**src/rtl/page_frame_table_lru_assert.svh**
```systemverilog
// Assertion macros shared by the page frame table RTL.
// Each macro takes a label, the clock, the active-low reset, a condition and a consequence.
`ifndef PAGE_FRAME_TABLE_LRU_ASSERT_SVH
`define PAGE_FRAME_TABLE_LRU_ASSERT_SVH

// The consequence must hold in the same cycle as the condition.
`define PFT_ASSERT_SAME(lbl, clk, rstn, ante, cons) \
    lbl: assert property (@(posedge clk) disable iff (!(rstn)) (ante) |-> (cons)) \
        else $error("page frame table: same-cycle check failed");

// The consequence must hold in the cycle after the condition.
`define PFT_ASSERT_NEXT(lbl, clk, rstn, ante, cons) \
    lbl: assert property (@(posedge clk) disable iff (!(rstn)) (ante) |=> (cons)) \
        else $error("page frame table: next-cycle check failed");

`endif

```
**src/rtl/pft_pkg.sv**
```systemverilog
`timescale 1ns / 1ps

package pft_pkg;

    // Widths of the beat fields.
    localparam int PAGE_FIELD_W  = 20;
    localparam int PROC_FIELD_W  = 8;
    localparam int STAMP_FIELD_W = 32;
    localparam int COUNT_FIELD_W = 7;

    // Slot indexes and counts are carried wide enough for the largest table (1024 slots).
    localparam int IDX_MAX_W = 10;
    localparam int CNT_MAX_W = 11;

    typedef enum logic [1:0] {
        MODE_LOOKUP  = 2'd0,
        MODE_INSERT  = 2'd1,
        MODE_DELETE  = 2'd2,
        MODE_REPLACE = 2'd3
    } t_mode;

    typedef struct packed {
        t_mode                    mode;
        logic [PAGE_FIELD_W-1:0]  page;
        logic [PROC_FIELD_W-1:0]  proc_id;
        logic [STAMP_FIELD_W-1:0] stamp;
        logic                     is_write;
    } t_req;

    typedef struct packed {
        logic                     found;
        logic [STAMP_FIELD_W-1:0] hit_stamp;
        logic                     hit_dirty;
        logic                     victim_valid;
        logic [PAGE_FIELD_W-1:0]  victim_page;
        logic [PROC_FIELD_W-1:0]  victim_proc;
        logic                     victim_dirty;
        logic                     table_full;
        logic [COUNT_FIELD_W-1:0] entry_count;
    } t_res;

    // Key that every cell compares against during a scan.
    typedef struct packed {
        logic [PAGE_FIELD_W-1:0] page;
        logic [PROC_FIELD_W-1:0] proc_id;
    } t_key;

    // Update broadcast to the row of cells at the end of an operation.
    typedef struct packed {
        logic                     set;
        logic                     clr;
        logic [IDX_MAX_W-1:0]     idx;
        logic [PAGE_FIELD_W-1:0]  page;
        logic [PROC_FIELD_W-1:0]  proc_id;
        logic [STAMP_FIELD_W-1:0] stamp;
        logic                     dirty;
    } t_wr;

    // Running search record handed from cell to cell.
    typedef struct packed {
        logic                     active;
        logic [CNT_MAX_W-1:0]     count;
        logic                     hit;
        logic [IDX_MAX_W-1:0]     hit_idx;
        logic [STAMP_FIELD_W-1:0] hit_stamp;
        logic                     hit_dirty;
        logic                     free_ok;
        logic [IDX_MAX_W-1:0]     free_idx;
        logic                     old_ok;
        logic [IDX_MAX_W-1:0]     old_idx;
        logic [STAMP_FIELD_W-1:0] old_stamp;
        logic [PAGE_FIELD_W-1:0]  old_page;
        logic [PROC_FIELD_W-1:0]  old_proc;
        logic                     old_dirty;
    } t_carry;

endpackage

```
**src/rtl/pft_cell.sv**
```systemverilog
`timescale 1ns / 1ps

// One frame slot. It folds its own entry into the search record and passes it on through its own register.
module pft_cell #(
    parameter int CELL_IDX = 0,
    parameter int PAGE_W   = 20
) (
    input  logic            i_clk,
    input  logic            i_rst_n,
    input  pft_pkg::t_key   i_key,
    input  pft_pkg::t_wr    i_wr,
    input  pft_pkg::t_carry i_carry,
    output pft_pkg::t_carry o_carry
);

    localparam logic [pft_pkg::IDX_MAX_W-1:0] MY_IDX = pft_pkg::IDX_MAX_W'(CELL_IDX);

    logic                              r_valid;
    logic [PAGE_W-1:0]                 r_page;
    logic [pft_pkg::PROC_FIELD_W-1:0]  r_proc;
    logic [pft_pkg::STAMP_FIELD_W-1:0] r_stamp;
    logic                              r_dirty;
    pft_pkg::t_carry                   r_carry;
    pft_pkg::t_carry                   n_carry;
    logic                              w_match;
    logic                              w_sel;

    assign w_match = r_valid && (r_page == i_key.page[PAGE_W-1:0]) && (r_proc == i_key.proc_id);
    assign w_sel   = (i_wr.idx == MY_IDX);

    always_comb begin
        n_carry = i_carry;
        if (i_carry.active) begin
            n_carry.count = i_carry.count + pft_pkg::CNT_MAX_W'(r_valid);
            if (!i_carry.hit && w_match) begin
                n_carry.hit       = 1'b1;
                n_carry.hit_idx   = MY_IDX;
                n_carry.hit_stamp = r_stamp;
                n_carry.hit_dirty = r_dirty;
            end
            if (!i_carry.free_ok && !r_valid) begin
                n_carry.free_ok  = 1'b1;
                n_carry.free_idx = MY_IDX;
            end
            // Strictly less keeps the lowest slot on equal stamps.
            if (r_valid && (!i_carry.old_ok || (r_stamp < i_carry.old_stamp))) begin
                n_carry.old_ok    = 1'b1;
                n_carry.old_idx   = MY_IDX;
                n_carry.old_stamp = r_stamp;
                n_carry.old_page  = pft_pkg::PAGE_FIELD_W'(r_page);
                n_carry.old_proc  = r_proc;
                n_carry.old_dirty = r_dirty;
            end
        end
    end

    always_ff @(posedge i_clk) begin
        if (!i_rst_n) begin
            r_valid        <= 1'b0;
            r_carry.active <= 1'b0;
        end else begin
            r_carry <= n_carry;
            if (w_sel && i_wr.set) begin
                r_valid <= 1'b1;
                r_page  <= i_wr.page[PAGE_W-1:0];
                r_proc  <= i_wr.proc_id;
                r_stamp <= i_wr.stamp;
                r_dirty <= i_wr.dirty;
            end else if (w_sel && i_wr.clr) begin
                r_valid <= 1'b0;
            end
        end
    end

    assign o_carry = r_carry;

endmodule

```
**config.mk**
```make
export PLATFORM = sky130hd
export DESIGN_NAME = pft_cell
export DESIGN_NICKNAME = d
export VERILOG_FILES = /design/src/rtl/page_frame_table_lru_assert.svh /design/src/rtl/pft_pkg.sv /design/src/rtl/pft_cell.sv
export SDC_FILE = /design/constraint.sdc
export NUM_CORES = 1
export LEC_CHECK = 0
export BUFFER_PORTS_ARGS = -buffer_cell sky130_fd_sc_hd__buf_2
export CELL_PAD_IN_SITES_DETAIL_PLACEMENT = 0
export CELL_PAD_IN_SITES_GLOBAL_PLACEMENT = 1
export CORE_UTILIZATION = 39
export DETAILED_ROUTE_END_ITERATION = 10
export GPL_TIMING_DRIVEN = 0
export PLACE_DENSITY = 0.81
export SLEW_MARGIN = 20
export SYNTH_ARGS = -nofsm -noshare
export SYNTH_HDL_FRONTEND = slang
export SYNTH_SLANG_ARGS = --single-unit
```
**constraint.sdc**
```tcl
create_clock -name i_clk -period 5.1 [get_ports i_clk]
set_clock_uncertainty 0.2 [all_clocks]
set_input_delay 0.765 -clock i_clk [delete_from_list [all_inputs] [get_ports i_clk]]
set_output_delay 0.765 -clock i_clk [all_outputs]
set_load 0.05 [all_outputs]
```
; After elaboration in Yosys (flattened, before gate mapping)
; Cells that the tools add are included.
[classes]
addsub = 1
n_mul = 0
div = 0
order_cmp = 1
n_eq_ne = 2
shift = 0
n_mux = 6
bitwise_logic = 0
reduce_logical = 15
[ops]
columns = operator, n
row1 = $mux W138, 1
row2 = $mux W72, 1
row3 = $mux W44, 1
row4 = $lt A32 B32 Y1, 1
row5 = $eq A20 B20 Y1, 1
row6 = $add A11 B1 Y11, 1
row7 = $mux W11, 1
row8 = $logic_not A10 Y1, 1
row9 = $eq A8 B8 Y1, 1
row10 = $logic_and A1 B1 Y1, 7
row11 = $logic_not A1 Y1, 4
row12 = $mux W1, 2
row13 = $reduce_and A2 Y1, 1
row14 = $reduce_bool A2 Y1, 1
row15 = $logic_or A1 B1 Y1, 1
[word_totals]
ff_bits = 201
latch_bits = 0
ram_bits = 0
romBits = 0
inputBits = 242
output_inout_bits = 139
elab_cells = 44
mem_count = 0

; Logic depth before layout (Yosys ltp)
; Gate-level depths: netlist (run 1).
[logic_depth]
ltp_word = 6
depth_mapped = 10

; Least setup slack after synthesis (run 1)
; OpenSTA, ideal clock, no wires.
[synth_timing]
path_type = input to register
from = in i_wr[66] in the netlist's numbering
to = reg r_dirty, enable pin
arrival_ns = 3.733
required_ns = 4.418
setup_slack_ns = 0.686
path_stages = 3
path_cell_list = nor4_1 > nand3_1 > nor2_1
[synth_via]
elab_chain_cells = 3
[synth_lines]
columns = element, line_no
row1 = start: declaration, pft_cell.sv:11  ; input pft_pkg::t_wr i_wr,
row2 = $logic_not A10 Y1, pft_cell.sv:29  ; assign w_sel = (i_wr.idx == MY_IDX);
row3 = $logic_and A1 B1 Y1, pft_cell.sv:63  ; if (w_sel && i_wr.set) begin
row4 = $reduce_and A2 Y1 (no source line), -
row5 = end signal: assignment, pft_cell.sv:68  ; r_dirty <= i_wr.dirty;
row6 = end: declaration, pft_cell.sv:22  ; logic r_dirty;
; Every way passes these cells.
; A chain may end at the register's enable or synchronous reset.

==> results of run 1 <==
[flip-flops by register name (all words and copies together), names as in the netlist]
register	flops
r_dirty	1
o_carry	139
r_page	20
r_stamp	32
r_valid	1
r_proc	8
[power by group]
group	switching, mW	internal [mW]
clock	0.672	1.15
combinational	0.516	0.210
sequential	0.0179	1.91
[worst min path at each step]
stage,startpoint,to,slack [ns],depth (start not counted)
after floorplan,r_dirty,o_carry[83],0.37,1
after global placement,r_dirty,o_carry[83],0.40,1
after detailed placement,r_dirty,o_carry[83],0.39,1
after CTS,i_wr[47],r_page[6],0.20,1
after global routing,i_wr[22],r_stamp[21],0.20,1
final,i_wr[40],r_proc[7],0.22,1
[cell families after synthesis]
kind of cell,after synthesis,synth area share
buffers and inverters,116,0.0494
AO/OA/AOI/OAI,183,0.124
XOR/XNOR,37,0.0298
flip-flops,201,0.554
multiplexers,35,0.0363
AND/OR/NAND/NOR,315,0.168
adder cells (fa/ha/maj),33,0.0380
[layer usage]
metal  up-vias  wire (um)
met5         -         13
met4         2        857
met3        64       2690
met2       435      16700
met1      4422      14200
li1       4460          -
[critical path: cells and delay by family (launching register included)]
family / cells / cell delay (ns)
buffers and inverters: 1 / 0.47
XOR/XNOR: 1 / 0.25
AND/OR/NAND/NOR: 4 / 1.32
multiplexers: 1 / 0.39
flip-flops: 1 / 0.45
[cells in the final DEF, fill, tap and decap left out, drive strengths merged, types with 2 or more instances in the layout]
cell     count
o21ai       36
nand3       97
edfxtp     199
nand2b       5
nor2        20
diode        4
clkbuf      90
buf        406
a31oi       32
nor3         2
nor3b       30
a21oi       13
o2111ai     61
bufinv       4
nand4       44
a221oi      30
nor4         8
xnor2       11
clkinv       5
ha          33
mux2        35
nor2b       20
inv         35
o21a         2
or2          2
xor2        26
and2        33
dfxtp        2
nand2       22
nand3b      31
[through the flow]
stage | cell area [um^2] | setup slack, ns | setup TNS, ns | power, mW | util
2_1_floorplan | 10900 | 0.686 | 0 | 2.42 | -
3_3_place_gp | 13200 | -3.31 | -201.31 | 2.68 | 0.487
3_5_place_dp | 13300 | 1.30 | 0 | 2.69 | 0.490
4_1_cts | 14200 | 1.70 | 0 | 4.52 | 0.521
5_1_grt | 14200 | 1.61 | 0 | 4.62 | 0.522
6_report | 14200 | 1.75 | 0 | 4.48 | 0.522
[cell type report]
type                       count  area share
buffer                        82      0.0289
clock buffer                  33      0.0491
inverter                      34     0.00900
clock inverter                11      0.0111
multi-input combinational    603       0.305
timing repair buffer         381       0.139
tap                          372      0.0328
antenna                        4    0.000706
sequential                   201       0.424
[cell usage after synthesis, types with 2 or more instances]
cell type / n
nand2b_1: 5
nor3b_1: 30
a21oi_1: 13
mux2_2: 35
inv_1: 34
o21ai_0: 36
nor2_1: 19
nand4_1: 44
o2111ai_1: 61
a221oi_1: 30
buf_1: 2
xnor2_1: 11
o21a_1: 2
nand3b_1: 31
a31oi_1: 32
nand2_1: 22
clkbuf_1: 57
edfxtp_1: 199
and2_1: 33
xor2_1: 26
nand3_1: 97
nor4_1: 8
buf_4: 4
nor2b_1: 20
dfxtp_1: 2
ha_1: 33
buf_2: 9
buf_6: 10
==> run_results.csv, run 1 <==
group,metric,value,unit
global_routing,grt_antenna_before_repair,5,
detailed_routing,drt_pass1_iterations,5,
placement,gp_congestion,0.875,
global_routing,grtUsageMet2,0.400,
clock_network,cts_hold_buffers,0,
critical_path,cp-start-kind,"flip-flop",
clock_network,clk_pin_slew,0.06,ns
critical_path,reg2reg_depth,7,
detailed_routing,wl_per_cell,20.0,um
detailed_routing,wirelength,34500,um
clock_network,clock_latency,0.52,ns
yosys,synth_edf_count,199,
yosys,yosys.area.top_type_share,0.550,
sta,slew_viol_final,0,
yosys,synth_fp_nets,1195,
cells_and_area,layout.area.seq,6020,um^2
critical_path,arrival,3.40,ns
clock_network,cts_root_buf,"clkbuf_16",
yosys,yosysWarnings,0,
sta,rsz0062_at_grt,"no",
critical_path,rr_endpoint,"o_carry[87]",
critical_path,crit_end,"o_carry[87]",
cells_and_area,drive_above_1_share,0.358,
critical_path,crit_chain,"xnor2_1, nand4_1, nor4_1, nand4_1, nor3_2, buf_2, mux2_2",
yosys,synth.largest_area_cell,"edfxtp_1",
status,status,"finished clean",
clock_network,postCtsSetupRepairBufs,0,
sta,hold_viol_final,0,
global_routing,met3_usage,0.0484,
yosys,syn_area_per_cell,11.8,um^2
detailed_routing,drt-initial-drc-count,713,
die,dieWidth,169,um
sta,max_freq,299,MHz
critical_path,worst-r2r-setup-slack,1.75,ns
cells_and_area,area_growth,30.5,%
clock_network,cts_sinks,201,
power_and_ir_drop,leakagePower,5.50,nW
sta,whs,0.217,ns
critical_path,cp.required,5.16,ns
cells_and_area,multi_input_comb_area,4320,um^2
global_routing,grt.busiest_layer,"met2",
critical_path,slowest_delay,0.77,ns
yosys,synth_cells,920,
clock_network,numCtsBuffers,24,
detailed_routing,drtAntennaViolNets,0,
sta,period_needed,3.35,ns
clock_network,cts-resized-gates,0,
detailed_routing,via_per_inst,5.45,
die,dieArea,28500,um^2
critical_path,cp-end-kind,"flip-flop",
clock_network,cts_buffer_depth,3,
die,die_y,169,um
critical_path,cp-startpoint,"r_page[17]",
die,rows,60,
global_routing,grt_pass1_vias,9093,
yosys,synth_area,10900,um^2
global_routing,grt_pass1_wl,51700,um
sta,setup-violations-final,0,
detailed_routing,route.vias.total,9383,
die,initial_core_util,0.400,
job,max_cap_violations,0,
clock_network,cts_tree,"done",
power_and_ir_drop,power_density,316,nW/um^2
die,core_area,27200,um^2
critical_path,cpMostUsedCell,"nand4_1",
global_routing,gr-usage-met1,0.301,
critical_path,critical_path_class,"reg2reg",
critical_path,critPathMaxFanout,10,
sta,tightest_slew,0.912,ns
critical_path,reg2reg_from,"r_page[17]",
clock_network,htree_levels,1,
placement,dp.cells,1673,
placement,place_hpwl,25100,um
yosys,synth_area_leaders,"edfxtp_1 (55%), o2111ai_1 (4.9%), nand3_1 (4.5%)",
detailed_routing,drc,0,
sta,finalCritPeriodShare,0.656,
cells_and_area,fillers,2501,
global_routing,overflow,0,
die,io_pins,381,
sta,relSlewSlack,0.389,
hold_path,hold_class,"in2reg",
global_routing,grt_max_degree,83,
power_and_ir_drop,vdd_drop_max,0.000228,V
global_routing,grt_use_total,0.236,
placement,port_buffers,378,
yosys,ys_ff_latch,201,
critical_path,cp_slowest_cell,"nor3_2",
cells_and_area,layout.nets,1602,
cells_and_area,final_cells,1721,
yosys,synth_ff_type,"edfxtp_1",
yosys,async_flop_share,0,
yosys,synth_cell_types,43,
yosys,ys_seq_area_frac,0.554,
Power figures use the tool's default switching activity.
==> run 2, diff against run 1 <==
--- a/config.mk
+++ b/config.mk
@@ -5,13 +5,14 @@
 export SDC_FILE = /design/constraint.sdc
 export NUM_CORES = 1
 export LEC_CHECK = 0
+export ABC_AREA = 1
 export BUFFER_PORTS_ARGS = -buffer_cell sky130_fd_sc_hd__buf_2
 export CELL_PAD_IN_SITES_DETAIL_PLACEMENT = 0
 export CELL_PAD_IN_SITES_GLOBAL_PLACEMENT = 1
-export CORE_UTILIZATION = 39
+export CORE_UTILIZATION = 36
 export DETAILED_ROUTE_END_ITERATION = 10
 export GPL_TIMING_DRIVEN = 0
-export PLACE_DENSITY = 0.81
+export PLACE_DENSITY = 0.8
 export SLEW_MARGIN = 20
 export SYNTH_ARGS = -nofsm -noshare
 export SYNTH_HDL_FRONTEND = slang
==> constraint.sdc (replaced) <==
create_clock -name i_clk -period 3.5 [get_ports i_clk]
set_clock_uncertainty 0.2 [all_clocks]
set_input_delay 0.525 -clock i_clk [delete_from_list [all_inputs] [get_ports i_clk]]
set_output_delay 0.525 -clock i_clk [all_outputs]
set_load 0.05 [all_outputs]
==> run 2 against run 1 <==
Effect of this change:
- sequential power up 47%
- synthesized cell count decreased by 11%
- critical path type unchanged
- worst hold slack worse by 0.19 ns
==> run_results.csv, run 2 <==
group,metric,value,unit
status,status,"finished clean",
critical_path,slowest_delay,0.43,ns
cells_and_area,fillers,2313,
power_and_ir_drop,power_density,468,nW/um^2
global_routing,grt_use_total,0.210,
die,core_area,24600,um^2
sta,period_needed,2.77,ns
die,die_y,161,um
detailed_routing,route.vias.total,7485,
yosys,synth_cells,817,
clock_network,postCtsSetupRepairBufs,0,
yosys,synth_xor_area_frac,0.0230,
critical_path,cp-end-kind,"flip-flop",
sta,slew_viol_final,0,
detailed_routing,wl_met2,13900,um
cells_and_area,final_cell_mix,"buf_2 (386), nand2_1 (248), edfxtp_1 (199), nand3_1 (99), inv_1 (72)",
placement,port_buffers,380,
hold_path,hold_class,"in2reg",
detailed_routing,drc,0,
global_routing,grt_pass1_wl,41700,um
yosys,muxShareOfSynthArea,0,
cells_and_area,area_growth,39.2,%
critical_path,worst-path-buf-inv,1,
clock_network,clk_pin_slew,0.06,ns
clock_network,cts_buffer_depth,3,
critical_path,cpMostUsedCell,"nand2_1",
yosys,yosysMostFrequentCell,"nand2_1",
die,dieWidth,161,um
sta,tightest_slew,0.705,ns
cells_and_area,largest_reg_flops,139,
global_routing,grt_pass1_vias,7631,
power_and_ir_drop,fin_total_pwr,5.95,mW
cells_and_area,layout.area.seq,6020,um^2
cells_and_area,drive_above_1_share,0.339,
cells_and_area,final_util,0.517,
sta,tns,0,ns
sta,rsz0062_at_grt,"no",
detailed_routing,wl_per_cell,17.2,um
power_and_ir_drop,leakagePower,5.93,nW
clock_network,htree_levels,1,
yosys,synth_edf_count,199,
critical_path,arrival,2.81,ns
detailed_routing,drt-initial-drc-count,358,
detailed_routing,drt_pass1_iterations,6,
clock_network,cts_sinks,201,
yosys,synth_area_leaders,"edfxtp_1 (65%), nand2_1 (10%), nand3_1 (5.4%)",
job,max_cap_violations,0,
die,io_pins,381,
detailed_routing,drtAntennaViolNets,0,
yosys,synth_cell_types,33,
critical_path,critical_path_class,"reg2reg",
sta,relSlewSlack,0.530,
yosys,synth_fp_nets,1092,
clock_network,cts_tree,"done",
sta,finalCritPeriodShare,0.792,
sta,hold_viol_final,0,
detailed_routing,dr_wl_met3,1900,um
critical_path,crit_chain,"ha_1, a21oi_1, o21ai_0, a21oi_1, nand2_1, nand2_1, nand2_1, nand2_2, nand2_2, buf_4, nand2_1, nand2_1",
cells_and_area,final_common_cell,"buf_2",
yosys,yosys.area.top_type_share,0.654,
clock_network,cts_root_buf,"clkbuf_16",
yosys,synth_ff_type,"edfxtp_1",
cells_and_area,multi_input_comb_area,2650,um^2
global_routing,overflow,0,
yosys,yosysWarnings,0,
placement,place_hpwl,20900,um
yosys,synth_simple_gate_area_frac,0.187,
detailed_routing,wirelength,27900,um
critical_path,cp_slowest_cell,"edfxtp_1",
clock_network,clock_latency,0.50,ns
yosys,ys_seq_area_frac,0.659,
sta,max_freq,361,MHz
cells_and_area,layout.nets,1555,
power_and_ir_drop,vdd_drop_max,0.000293,V
placement,gp_congestion,0.829,
yosys,synth_compound_area_frac,0.0348,
yosys,synthAdderAreaFrac,0.0452,
die,rows,57,
yosys,synth_area,9140,um^2
critical_path,cp.required,3.54,ns
global_routing,grt_antenna_before_repair,4,
yosys,synth.largest_area_cell,"edfxtp_1",
yosys,syn_area_per_cell,11.2,um^2
clock_network,numCtsBuffers,23,
critical_path,critPathMaxFanout,10,
die,initial_core_util,0.371,
global_routing,grt_max_degree,88,
detailed_routing,wl_met1,11200,um
critical_path,cp_top_family,"simple AND/OR/NAND/NOR gates",
yosys,synth_top_family_by_area,"simple AND/OR/NAND/NOR gates",
critical_path,cp-start-kind,"flip-flop",
yosys,async_flop_share,0,
sta,setup-violations-final,0,
detailed_routing,via_per_inst,4.62,
yosys,ys_ff_latch,201,
die,dieArea,26000,um^2
yosys,synth_common_cells,"nand2_1 (248), edfxtp_1 (199), nand3_1 (99)",
detailed_routing,dr.max_layer_used,"met5",
run 2: layout make-up:
class	count	area share
clock buffers	31	0.0476
inverters	74	0.0218
flip-flops and latches	201	0.473
clock inverters	8	0.00285
plain buffers	32	0.0152
multi-input cells	510	0.209
well taps	324	0.0319
diodes	3	0.000590
repair buffers	438	0.198
run 2: stage by stage:
stage	hold slack (ns)	cells	setup WS (ns)	area, um^2
floorplan	0.347	817	0.479	9140
global placement	0.364	1521	-2.75	11400
detailed placement	0.365	1523	0.442	11500
CTS	0.000556	1618	0.685	12700
global route	0.00662	1621	0.468	12700
finish	0.0240	1621	0.729	12700
run 2: timing repair:
| item | 4_1_cts | 5_1_grt |
|---|---|---|
| gates resized for setup | 0 | 0 |
| hold buffers | 56 | 0 |
| hold endpoints to repair | 56 | 0 |
run 2: cells by family after synthesis:
family / Yosys count
simple gates: 403
flops: 201
buf+inv: 106
compound gates: 50
fa+ha+maj: 33
xor+xnor: 24
run 2: final timing paths:
kind,startpoint,endpoint,slack [ns],cells past startpoint
worst max-delay path,r_stamp[15],o_carry[21],0.73,12
worst min-delay path,i_wr[55],r_page[14],0.02,1
worst max register to register,r_stamp[15],o_carry[21],0.73,12
worst min register to register,r_page[17],o_carry[26],0.38,2
run 2: metal layers:
metal / track usage / vias up
met2: 0.370 / 296
li1: - / 3714
met5: 0 / -
met4: 0.0720 / 2
met1: 0.255 / 3424
met3: 0.0447 / 49
run 2: worst register-to-register path: cells and delay by family, from the launching register on:
kind / cells / cell delay [ns]
AND/OR/NAND/NOR: 7 / 0.84
AO/OA/AOI/OAI: 3 / 0.46
flip-flops: 1 / 0.43
adder cells (fa/ha/maj): 1 / 0.33
buffers and inverters: 1 / 0.26
run 2: where the power goes:
part	internal, mW	total [mW]	switching, mW
sequential	2.79	2.83	0.0308
clock	1.20	2.11	0.913
combinational	0.292	1.01	0.720
